==> config.mk <==
export PLATFORM = sky130hd
export DESIGN_NAME = worker_node_slot_table
export DESIGN_NICKNAME = d
export VERILOG_FILES = /design/src/rtl/core/wnst_pkg.sv /design/src/rtl/core/wnst_store.sv /design/src/rtl/core/worker_node_slot_table.sv
export SDC_FILE = /design/constraint.sdc
export NUM_CORES = 1
export LEC_CHECK = 0
export BUFFER_PORTS_ARGS = -buffer_cell sky130_fd_sc_hd__buf_2
export CELL_PAD_IN_SITES_DETAIL_PLACEMENT = 1
export CELL_PAD_IN_SITES_GLOBAL_PLACEMENT = 2
export CORE_MARGIN = 2
export CORE_UTILIZATION = 52
export DETAILED_ROUTE_END_ITERATION = 10
export PLACE_DENSITY_LB_ADDON = 0.08
export REMOVE_ABC_BUFFERS = 1
export SETUP_SLACK_MARGIN = 0.1
export SLEW_MARGIN = 20
export SYNTH_ARGS = -nofsm -noshare
export SYNTH_HDL_FRONTEND = slang
export SYNTH_SLANG_ARGS = --single-unit
==> constraint.sdc <==
create_clock -name clk -period 16 [get_ports clk]
set_input_delay 0.8 -clock clk [delete_from_list [all_inputs] [get_ports clk]]
set_output_delay 0.8 -clock clk [all_outputs]
set_load 0.02 [all_outputs]
==> src/rtl/core/wnst_pkg.sv <==
// shared constants, codes and types of the worker node slot table
`default_nettype none

package wnst_pkg;

  localparam int SLOTS   = 16;
  localparam int IDX_W   = $clog2(SLOTS);
  localparam int CNT_W   = IDX_W + 1;
  localparam int MAX_RES = 16;

  // function codes
  localparam logic [2:0] FN_LOGIN   = 3'd0;
  localparam logic [2:0] FN_LOGOUT  = 3'd1;
  localparam logic [2:0] FN_SELECT  = 3'd2;
  localparam logic [2:0] FN_REPORT  = 3'd3;
  localparam logic [2:0] FN_OUTCOME = 3'd4;

  // slot states
  localparam logic [1:0] SLOT_EMPTY   = 2'd0;
  localparam logic [1:0] SLOT_ONLINE  = 2'd1;
  localparam logic [1:0] SLOT_BUSY    = 2'd2;
  localparam logic [1:0] SLOT_OFFLINE = 2'd3;

  // configuration register index and reset value
  localparam logic       REG_RETRY_LIMIT = 1'b0;
  localparam logic [7:0] RETRY_RESET     = 8'd3;

  // one write access to the slot store: state, retry and address writes share the slot index
  typedef struct packed {
    logic [IDX_W-1:0] idx;
    logic             we_state;
    logic [1:0]       state;
    logic             we_retry;
    logic [7:0]       retry;
    logic             we_addr;
    logic [31:0]      ip;
    logic [15:0]      port;
  } slot_acc_t;

endpackage

`default_nettype wire

==> src/rtl/core/wnst_store.sv <==
// slot store: state and retry flops plus the address/port memory
`default_nettype none

module wnst_store (
  input  wire logic                    clk,
  input  wire logic                    rst_n,
  input  wire wnst_pkg::slot_acc_t     acc,
  input  wire logic [wnst_pkg::IDX_W-1:0] st_addr,
  input  wire logic [wnst_pkg::IDX_W-1:0] rd_addr,
  output logic [1:0]                   rd_state,
  output logic [7:0]                   rd_retry,
  output logic [31:0]                  rd_ip,
  output logic [15:0]                  rd_port
);

  logic [1:0]  state_r [wnst_pkg::SLOTS];
  logic [7:0]  retry_r [wnst_pkg::SLOTS];
  logic [31:0] ip_mem  [wnst_pkg::SLOTS];
  logic [15:0] port_mem [wnst_pkg::SLOTS];

  always_ff @(posedge clk) begin
    if (!rst_n) begin
      for (int i = 0; i < wnst_pkg::SLOTS; i++) begin
        state_r[i] <= wnst_pkg::SLOT_EMPTY;
        retry_r[i] <= 8'd0;
      end
    end else begin
      if (acc.we_state) begin
        state_r[acc.idx] <= acc.state;
      end
      if (acc.we_retry) begin
        retry_r[acc.idx] <= acc.retry;
      end
    end
  end

  always_ff @(posedge clk) begin
    if (acc.we_addr) begin
      ip_mem[acc.idx]   <= acc.ip;
      port_mem[acc.idx] <= acc.port;
    end
    rd_ip   <= ip_mem[rd_addr];
    rd_port <= port_mem[rd_addr];
  end

  assign rd_state = state_r[st_addr];
  assign rd_retry = retry_r[st_addr];

endmodule

`default_nettype wire

==> src/rtl/core/worker_node_slot_table.sv <==
// worker node slot table top level: sequencer, scan pipeline and config port
// login/logout scan one slot per cycle and stop at the first matching slot or the table end
// select emits one result per chosen slot as the scan walks the table, last one on flush
// heartbeat report and task outcome update one slot; busy falls as the last result appears
// a new item is taken only while busy is low, so items do not overlap
// synchronous reset empties every slot, clears retry counts and sets retry_limit to 3
`default_nettype none

module worker_node_slot_table (
  input  wire logic        clk,
  input  wire logic        rst_n,
  input  wire logic        start,
  output logic             busy,
  input  wire logic [2:0]  in_func,
  input  wire logic [31:0] in_ip_addr,
  input  wire logic [15:0] in_port,
  input  wire logic [4:0]  in_count,
  input  wire logic [3:0]  in_slot,
  input  wire logic        in_ok,
  output logic             out_valid,
  output logic             out_found,
  output logic [3:0]       out_slot_index,
  output logic [31:0]      out_node_ip,
  output logic [15:0]      out_node_port,
  output logic             out_last,
  input  wire logic        psel,
  input  wire logic        penable,
  input  wire logic        pwrite,
  input  wire logic [2:0]  paddr,
  input  wire logic [31:0] pwdata,
  output logic [31:0]      prdata,
  output logic             pready
);

  localparam logic [1:0] ST_IDLE  = 2'd0;
  localparam logic [1:0] ST_SCAN  = 2'd1;
  localparam logic [1:0] ST_EXEC  = 2'd2;
  localparam logic [1:0] ST_FLUSH = 2'd3;

  localparam int IW = wnst_pkg::IDX_W;
  localparam int CW = wnst_pkg::CNT_W;

  logic [1:0]    st_r, st_nxt;
  logic [2:0]    func_r, func_nxt;
  logic [31:0]   ip_r, ip_nxt;
  logic [15:0]   port_r, port_nxt;
  logic          ok_r, ok_nxt;
  logic          bad_r, bad_nxt;
  logic [4:0]    want_r, want_nxt;
  logic [4:0]    sel_n_r, sel_n_nxt;
  logic [CW-1:0] idx_r, idx_nxt;
  logic          vld_d_r, vld_d_nxt;
  logic [IW-1:0] idx_d_r, idx_d_nxt;
  logic          pend_v_r, pend_v_nxt;
  logic [IW-1:0] pend_idx_r, pend_idx_nxt;
  logic [31:0]   pend_ip_r, pend_ip_nxt;
  logic [15:0]   pend_port_r, pend_port_nxt;
  logic [7:0]    limit_r;

  logic          ov_r, ov_nxt;
  logic          of_r, of_nxt;
  logic [3:0]    oi_r, oi_nxt;
  logic [31:0]   oip_r, oip_nxt;
  logic [15:0]   opt_r, opt_nxt;
  logic          ol_r, ol_nxt;

  wnst_pkg::slot_acc_t acc;
  logic [IW-1:0] rd_addr;
  logic [1:0]    rd_state;
  logic [7:0]    rd_retry;
  logic [31:0]   rd_ip;
  logic [15:0]   rd_port;

  logic          scan_end;
  logic [7:0]    retry_inc;
  logic          cfg_wr;

  wnst_store u_store (
    .clk      (clk),
    .rst_n    (rst_n),
    .acc      (acc),
    .st_addr  (idx_d_r),
    .rd_addr  (rd_addr),
    .rd_state (rd_state),
    .rd_retry (rd_retry),
    .rd_ip    (rd_ip),
    .rd_port  (rd_port)
  );

  assign busy     = (st_r != ST_IDLE);
  assign scan_end = vld_d_r && (idx_d_r == IW'(wnst_pkg::SLOTS - 1));
  assign retry_inc = (rd_retry == 8'hff) ? 8'hff : rd_retry + 8'd1;

  always_comb begin
    st_nxt        = st_r;
    func_nxt      = func_r;
    ip_nxt        = ip_r;
    port_nxt      = port_r;
    ok_nxt        = ok_r;
    bad_nxt       = bad_r;
    want_nxt      = want_r;
    sel_n_nxt     = sel_n_r;
    idx_nxt       = idx_r;
    vld_d_nxt     = 1'b0;
    idx_d_nxt     = idx_d_r;
    pend_v_nxt    = pend_v_r;
    pend_idx_nxt  = pend_idx_r;
    pend_ip_nxt   = pend_ip_r;
    pend_port_nxt = pend_port_r;
    rd_addr       = idx_r[IW-1:0];

    ov_nxt  = 1'b0;
    of_nxt  = 1'b0;
    oi_nxt  = 4'd0;
    oip_nxt = 32'd0;
    opt_nxt = 16'd0;
    ol_nxt  = 1'b1;

    acc          = '0;
    acc.idx      = idx_d_r;
    acc.ip       = ip_r;
    acc.port     = port_r;

    case (st_r)
      ST_IDLE: begin
        if (start) begin
          func_nxt   = in_func;
          ip_nxt     = in_ip_addr;
          port_nxt   = in_port;
          ok_nxt     = in_ok;
          bad_nxt    = (32'(in_slot) >= 32'(wnst_pkg::SLOTS));
          sel_n_nxt  = 5'd0;
          idx_nxt    = '0;
          pend_v_nxt = 1'b0;
          if (in_count == 5'd0) begin
            want_nxt = 5'd1;
          end else if (in_count > 5'(wnst_pkg::MAX_RES)) begin
            want_nxt = 5'(wnst_pkg::MAX_RES);
          end else begin
            want_nxt = in_count;
          end
          case (in_func)
            wnst_pkg::FN_LOGIN, wnst_pkg::FN_LOGOUT, wnst_pkg::FN_SELECT: begin
              st_nxt = ST_SCAN;
            end
            wnst_pkg::FN_REPORT, wnst_pkg::FN_OUTCOME: begin
              st_nxt    = ST_EXEC;
              idx_d_nxt = IW'(in_slot);
            end
            default: begin
              st_nxt = ST_FLUSH;
            end
          endcase
        end
      end

      ST_SCAN: begin
        // issue stage: one memory read per cycle
        if (idx_r < CW'(wnst_pkg::SLOTS)) begin
          idx_nxt   = idx_r + CW'(1);
          vld_d_nxt = 1'b1;
          idx_d_nxt = idx_r[IW-1:0];
        end
        // evaluate stage: read data of slot idx_d_r
        if (vld_d_r) begin
          case (func_r)
            wnst_pkg::FN_LOGIN: begin
              if (rd_state == wnst_pkg::SLOT_EMPTY) begin
                acc.we_state = 1'b1;
                acc.state    = wnst_pkg::SLOT_ONLINE;
                acc.we_retry = 1'b1;
                acc.retry    = 8'd0;
                acc.we_addr  = 1'b1;
                ov_nxt = 1'b1;
                of_nxt = 1'b1;
                oi_nxt = 4'(idx_d_r);
                st_nxt = ST_IDLE;
              end else if (scan_end) begin
                st_nxt = ST_FLUSH;
              end
            end
            wnst_pkg::FN_LOGOUT: begin
              if (rd_state != wnst_pkg::SLOT_EMPTY && rd_ip == ip_r &&
                  rd_port == port_r) begin
                acc.we_state = 1'b1;
                acc.state    = wnst_pkg::SLOT_EMPTY;
                ov_nxt = 1'b1;
                of_nxt = 1'b1;
                oi_nxt = 4'(idx_d_r);
                st_nxt = ST_IDLE;
              end else if (scan_end) begin
                st_nxt = ST_FLUSH;
              end
            end
            default: begin
              // select: hold one pick back so the final one can carry last
              if (rd_state == wnst_pkg::SLOT_ONLINE) begin
                acc.we_state  = 1'b1;
                acc.state     = wnst_pkg::SLOT_BUSY;
                pend_v_nxt    = 1'b1;
                pend_idx_nxt  = idx_d_r;
                pend_ip_nxt   = rd_ip;
                pend_port_nxt = rd_port;
                sel_n_nxt     = sel_n_r + 5'd1;
                if (pend_v_r) begin
                  ov_nxt  = 1'b1;
                  of_nxt  = 1'b1;
                  oi_nxt  = 4'(pend_idx_r);
                  oip_nxt = pend_ip_r;
                  opt_nxt = pend_port_r;
                  ol_nxt  = 1'b0;
                end
                if (sel_n_nxt == want_r) begin
                  st_nxt = ST_FLUSH;
                end
              end
              if (scan_end) begin
                st_nxt = ST_FLUSH;
              end
            end
          endcase
        end
      end

      ST_EXEC: begin
        ov_nxt = 1'b1;
        st_nxt = ST_IDLE;
        if (!bad_r && rd_state != wnst_pkg::SLOT_EMPTY) begin
          of_nxt = 1'b1;
          oi_nxt = 4'(idx_d_r);
          acc.we_state = 1'b1;
          if (func_r == wnst_pkg::FN_REPORT) begin
            acc.we_retry = 1'b1;
            if (ok_r) begin
              acc.retry = 8'd0;
              acc.state = (rd_state == wnst_pkg::SLOT_BUSY) ?
                          wnst_pkg::SLOT_BUSY : wnst_pkg::SLOT_ONLINE;
            end else begin
              acc.retry = retry_inc;
              acc.state = (retry_inc > limit_r) ?
                          wnst_pkg::SLOT_EMPTY : wnst_pkg::SLOT_OFFLINE;
            end
          end else begin
            acc.state = ok_r ? wnst_pkg::SLOT_ONLINE : wnst_pkg::SLOT_OFFLINE;
          end
        end
      end

      ST_FLUSH: begin
        ov_nxt = 1'b1;
        st_nxt = ST_IDLE;
        if (pend_v_r) begin
          of_nxt  = 1'b1;
          oi_nxt  = 4'(pend_idx_r);
          oip_nxt = pend_ip_r;
          opt_nxt = pend_port_r;
        end
      end

      default: begin
        st_nxt = ST_IDLE;
      end
    endcase
  end

  always_ff @(posedge clk) begin
    if (!rst_n) begin
      st_r     <= ST_IDLE;
      vld_d_r  <= 1'b0;
      pend_v_r <= 1'b0;
      ov_r     <= 1'b0;
      sel_n_r  <= 5'd0;
      want_r   <= 5'd1;
    end else begin
      st_r     <= st_nxt;
      vld_d_r  <= vld_d_nxt;
      pend_v_r <= pend_v_nxt;
      ov_r     <= ov_nxt;
      sel_n_r  <= sel_n_nxt;
      want_r   <= want_nxt;
    end
  end

  always_ff @(posedge clk) begin
    func_r      <= func_nxt;
    ip_r        <= ip_nxt;
    port_r      <= port_nxt;
    ok_r        <= ok_nxt;
    bad_r       <= bad_nxt;
    idx_r       <= idx_nxt;
    idx_d_r     <= idx_d_nxt;
    pend_idx_r  <= pend_idx_nxt;
    pend_ip_r   <= pend_ip_nxt;
    pend_port_r <= pend_port_nxt;
    of_r        <= of_nxt;
    oi_r        <= oi_nxt;
    oip_r       <= oip_nxt;
    opt_r       <= opt_nxt;
    ol_r        <= ol_nxt;
  end

  // configuration register
  assign pready = 1'b1;
  assign cfg_wr = psel && penable && pwrite && pready &&
                  (paddr[2] == wnst_pkg::REG_RETRY_LIMIT);

  always_ff @(posedge clk) begin
    if (!rst_n) begin
      limit_r <= wnst_pkg::RETRY_RESET;
    end else if (cfg_wr) begin
      limit_r <= pwdata[7:0];
    end
  end

  assign prdata = (paddr[2] == wnst_pkg::REG_RETRY_LIMIT) ? {24'd0, limit_r} : 32'd0;

  assign out_valid      = ov_r;
  assign out_found      = of_r;
  assign out_slot_index = oi_r;
  assign out_node_ip    = oip_r;
  assign out_node_port  = opt_r;
  assign out_last       = ol_r;

`ifndef ASSERT_OFF
  a_start_busy: assert property (@(posedge clk) disable iff (!rst_n)
    (start && !busy) |=> busy)
    else $error("accepted item did not make the block busy");

  a_out_while_busy: assert property (@(posedge clk) disable iff (!rst_n)
    out_valid |-> $past(st_r != ST_IDLE))
    else $error("result transfer without an item in progress");

  a_last_ends: assert property (@(posedge clk) disable iff (!rst_n)
    (out_valid && out_last) |-> (st_r == ST_IDLE))
    else $error("last result while the sequencer is still running");

  a_sel_bound: assert property (@(posedge clk) disable iff (!rst_n)
    (st_r == ST_SCAN) |-> (sel_n_r <= want_r))
    else $error("select picked more slots than requested");
`endif

endmodule

`default_nettype wire

==> impl_metrics.py <==
metrics = {
    "outcome": {
        "status": "completed",
    },
    "placement": {
        "pre_cts_ws_ns": 9.42,
        "routabilityCongestion": 0.801,
        "hpwl_mm": 56.4,
        "numPortBuffers": 139,
        "postPlaceCellArea_um2": 46700,
        "place_inst": 3448,
    },
    "worst_setup_path": {
        "r2r_cells": 19,
        "r2r_slack_ns": 9.44,
        "start_kind": "flop",
        "crit_required_ns": 16.38,
        "critPathCaptureType": "flop",
        "worstPathMaxFanout": 27,
        "reg2reg_to": "u_store.state_r[4][1]",
        "cp.arrival_ns": 6.93,
        "crit_type": "flop to flop",
        "endpoint": "u_store.state_r[4][1]",
    },
    "die": {
        "die_x_um": 297,
        "die-area_um2": 88200,
        "io_pins": 191,
        "start_util": 0.524,
        "die_y_um": 297,
        "design.core.area_um2": 85100,
        "std_cell_rows": 107,
    },
    "detailed_routing": {
        "wl_mm": 107,
        "route.met2.wl_mm": 54.2,
        "drt_first_iter_violations": 1907,
        "first_pass_iters": 5,
        "drtAntennaViolNets": 0,
        "dr_wl_met3_mm": 5.75,
        "drt-met1-wl_mm": 44.3,
        "dr.max_layer_used": "met4",
        "vias_per_cell": 5.96,
        "remaining_drc_errors": 0,
        "wl_per_cell_um": 29.2,
        "vias": 21861,
    },
    "yosys": {
        "yosys.cell_types.count": 70,
        "ys_seq_area_frac": 0.758,
        "synth_adder_area_share": 0.00421,
        "synthMuxAreaShare": 0.146,
        "avgSynthCellArea_um2": 20.0,
        "syn_inst": 2226,
        "yosys.area_share.simple": 0.0442,
        "synth_edf_count": 1041,
        "yosys_register_bits": 1170,
        "async_flop_share": 0,
        "ys.flop_type": "edfxtp_1",
        "synth_warnings": 0,
        "netlist_area_um2": 44600,
        "synth_compound_area_frac": 0.0174,
        "synth_xor_area_frac": 0.0122,
        "synth_top_family_by_area": "multiplexers",
    },
    "sta": {
        "slew_violations": 0,
        "rsz0062_at_grt": "false",
        "setup_tns_ns": 0,
        "layout_setup_ws_ns": 9.44,
        "hold_viol": 0,
        "max_freq_mhz": 153,
        "setup_viol": 0,
        "max_slew_margin": 0.216,
        "fin_crit_sh": 0.410,
        "min_period_ns": 6.56,
        "tightestPinTransition_ns": 1.18,
        "clock-skew-final_ns": 0.0210,
        "holdWs_ns": 0.289,
    },
    "final_layout": {
        "syn_to_final_growth_pct": 13.6,
        "fin_util": 0.595,
        "nNetsFinal": 2539,
        "nFillCells": 7231,
        "n_antenna_cell": 0,
        "final-instance-count-excl-fill": 3670,
        "layout_common_cells": "edfxtp_1, mux4_2, nor2_1, buf_2, dfxtp_1",
        "ff_latch_area_um2": 33800,
        "multi_input_area_um2": 10200,
        "layout_commonest_cell": "edfxtp_1",
        "drive_gt1_frac": 0.277,
        "stdcell_area_um2": 50700,
    },
    "clock_tree": {
        "cts_tree": "yes",
        "cts_root_buf": "clkbuf_16",
        "cts_resized": 0,
        "cts_buffers": 116,
        "clock-sinks": 1170,
        "post_cts_buffers": 0,
        "clockBufferDepth": 3,
        "hold_buffers": 0,
        "htree_levels": 3,
        "clock_latency_ns": 0.68,
        "clk_pin_slew_ns": 0.06,
    },
    "grt": {
        "track_usage": 0.245,
        "antenna_found_initial": 2,
        "grt_pass1_wl_mm": 158,
        "globalRouteOverflowTotal": 0,
        "grt_max_degree": 143,
        "grt_pass1_vias": 23255,
    },
    "job": {
        "drv_cap": 0,
    },
    "min_path": {
        "hold_class": "input pin to flop",
    },
    "power_and_ir_drop": {
        "p_per_area_nw_per_um2": 169,
        "vdd_ir_drop_max_mv": 0.124,
        "power_mw": 8.57,
        "leakage_nw": 16.7,
    },
}
## kinds of logic (layout without fill, tap and decap cells)
group,count (synthesis),after routing
buffers and inverters,162,439
xor gates and xnor gates,62,62
AOI/OAI and AO/OA,107,107
other,2,25
and+or+nand+nor,411,411
muxes,297,297
adders and majority gates,15,15
DFF,1170,1170
## cell type report
| class | count | area share |
|---|---|---|
| Sequential cell | 1170 | 0.668 |
| Multi-Input combinational cell | 917 | 0.202 |
| Clock buffer | 158 | 0.0648 |
| Tap cell | 1144 | 0.0282 |
| Timing Repair Buffer | 189 | 0.0219 |
| Clock inverter | 64 | 0.0132 |
| Inverter | 28 | 0.00207 |
## synthesized netlist by cell type, drive strengths merged, types with 15 or more instances
cell,instances,share of area
edfxtp,1041,0.70
xor2,55,0.011
nor2,187,0.017
o21ai,20,0.0023
buf,66,0.0093
a211oi,22,0.0040
inv,27,0.0023
nand2,45,0.0038
mux4,282,0.14
ha,15,0.0042
and2,54,0.0076
clkbuf,68,0.0057
nand3,32,0.0036
dfxtp,129,0.058
nor3,37,0.0041
a21oi,20,0.0022
## power by group
| part | switching, mW | total (mW) | internal [mW] |
|---|---|---|---|
| Sequential | 0.184 | 3.77 | 3.59 |
| Combinational | 1.12 | 2.02 | 0.895 |
| Clock | 1.16 | 2.78 | 1.62 |
## state kept, by name, summed over array words and instances (netlist names), 5 cells and up, named ones only
name and cells:
u_store.ip_mem 512, u_store.port_mem 256, u_store.retry_r 128, ip_r 32
out_node_ip 32, pend_ip_r 32, u_store.rd_ip 32, u_store.state_r 32
out_node_port 16, pend_port_r 16, port_r 16, u_store.rd_port 16
limit_r 8, idx_r 5, sel_n_r 5, want_r 5
## routing by layer
| layer | vias to the layer above | global-route usage |
|---|---|---|
| met5 | - | 0 |
| met4 | 0 | 0.0730 |
| met3 | 184 | 0.0326 |
| met2 | 717 | 0.412 |
| met1 | 11663 | 0.340 |
| li1 | 9297 | - |
## worst max-delay path, stage by stage (launching register included)
cell and delay, ns:
dfxtp_2 0.66, buf_4 0.58, mux4_2 0.59, a22o_1 0.29, a221oi_2 0.38, inv_1 0.09
ha_1 0.24, o2111a_1 0.17, and2_1 0.20, and3_1 0.38, nor2_4 0.45, inv_1 0.15
ha_1 0.32, nor2b_1 0.13, o21a_1 0.12, o21a_1 0.12, o211ai_1 0.09, a31o_2 0.28
a31oi_2 0.84, nor3_1 0.11
## worst min-delay path by stage
stage / start / endpoint / slack [ns] / cells after the start
2_1_floorplan: vld_d_r / out_last / 0.41 / 1
3_5_place_dp: pend_port_r[4] / out_node_port[4] / 0.43 / 1
5_1_grt: in_ip_addr[2] / ip_r[2] / 0.26 / 1
4_1_cts: in_ip_addr[15] / ip_r[15] / 0.24 / 1
6_report: in_ip_addr[7] / ip_r[7] / 0.29 / 1
3_3_place_gp: pend_ip_r[15] / out_node_ip[15] / 0.42 / 1
Power figures use the tool's default switching activity.
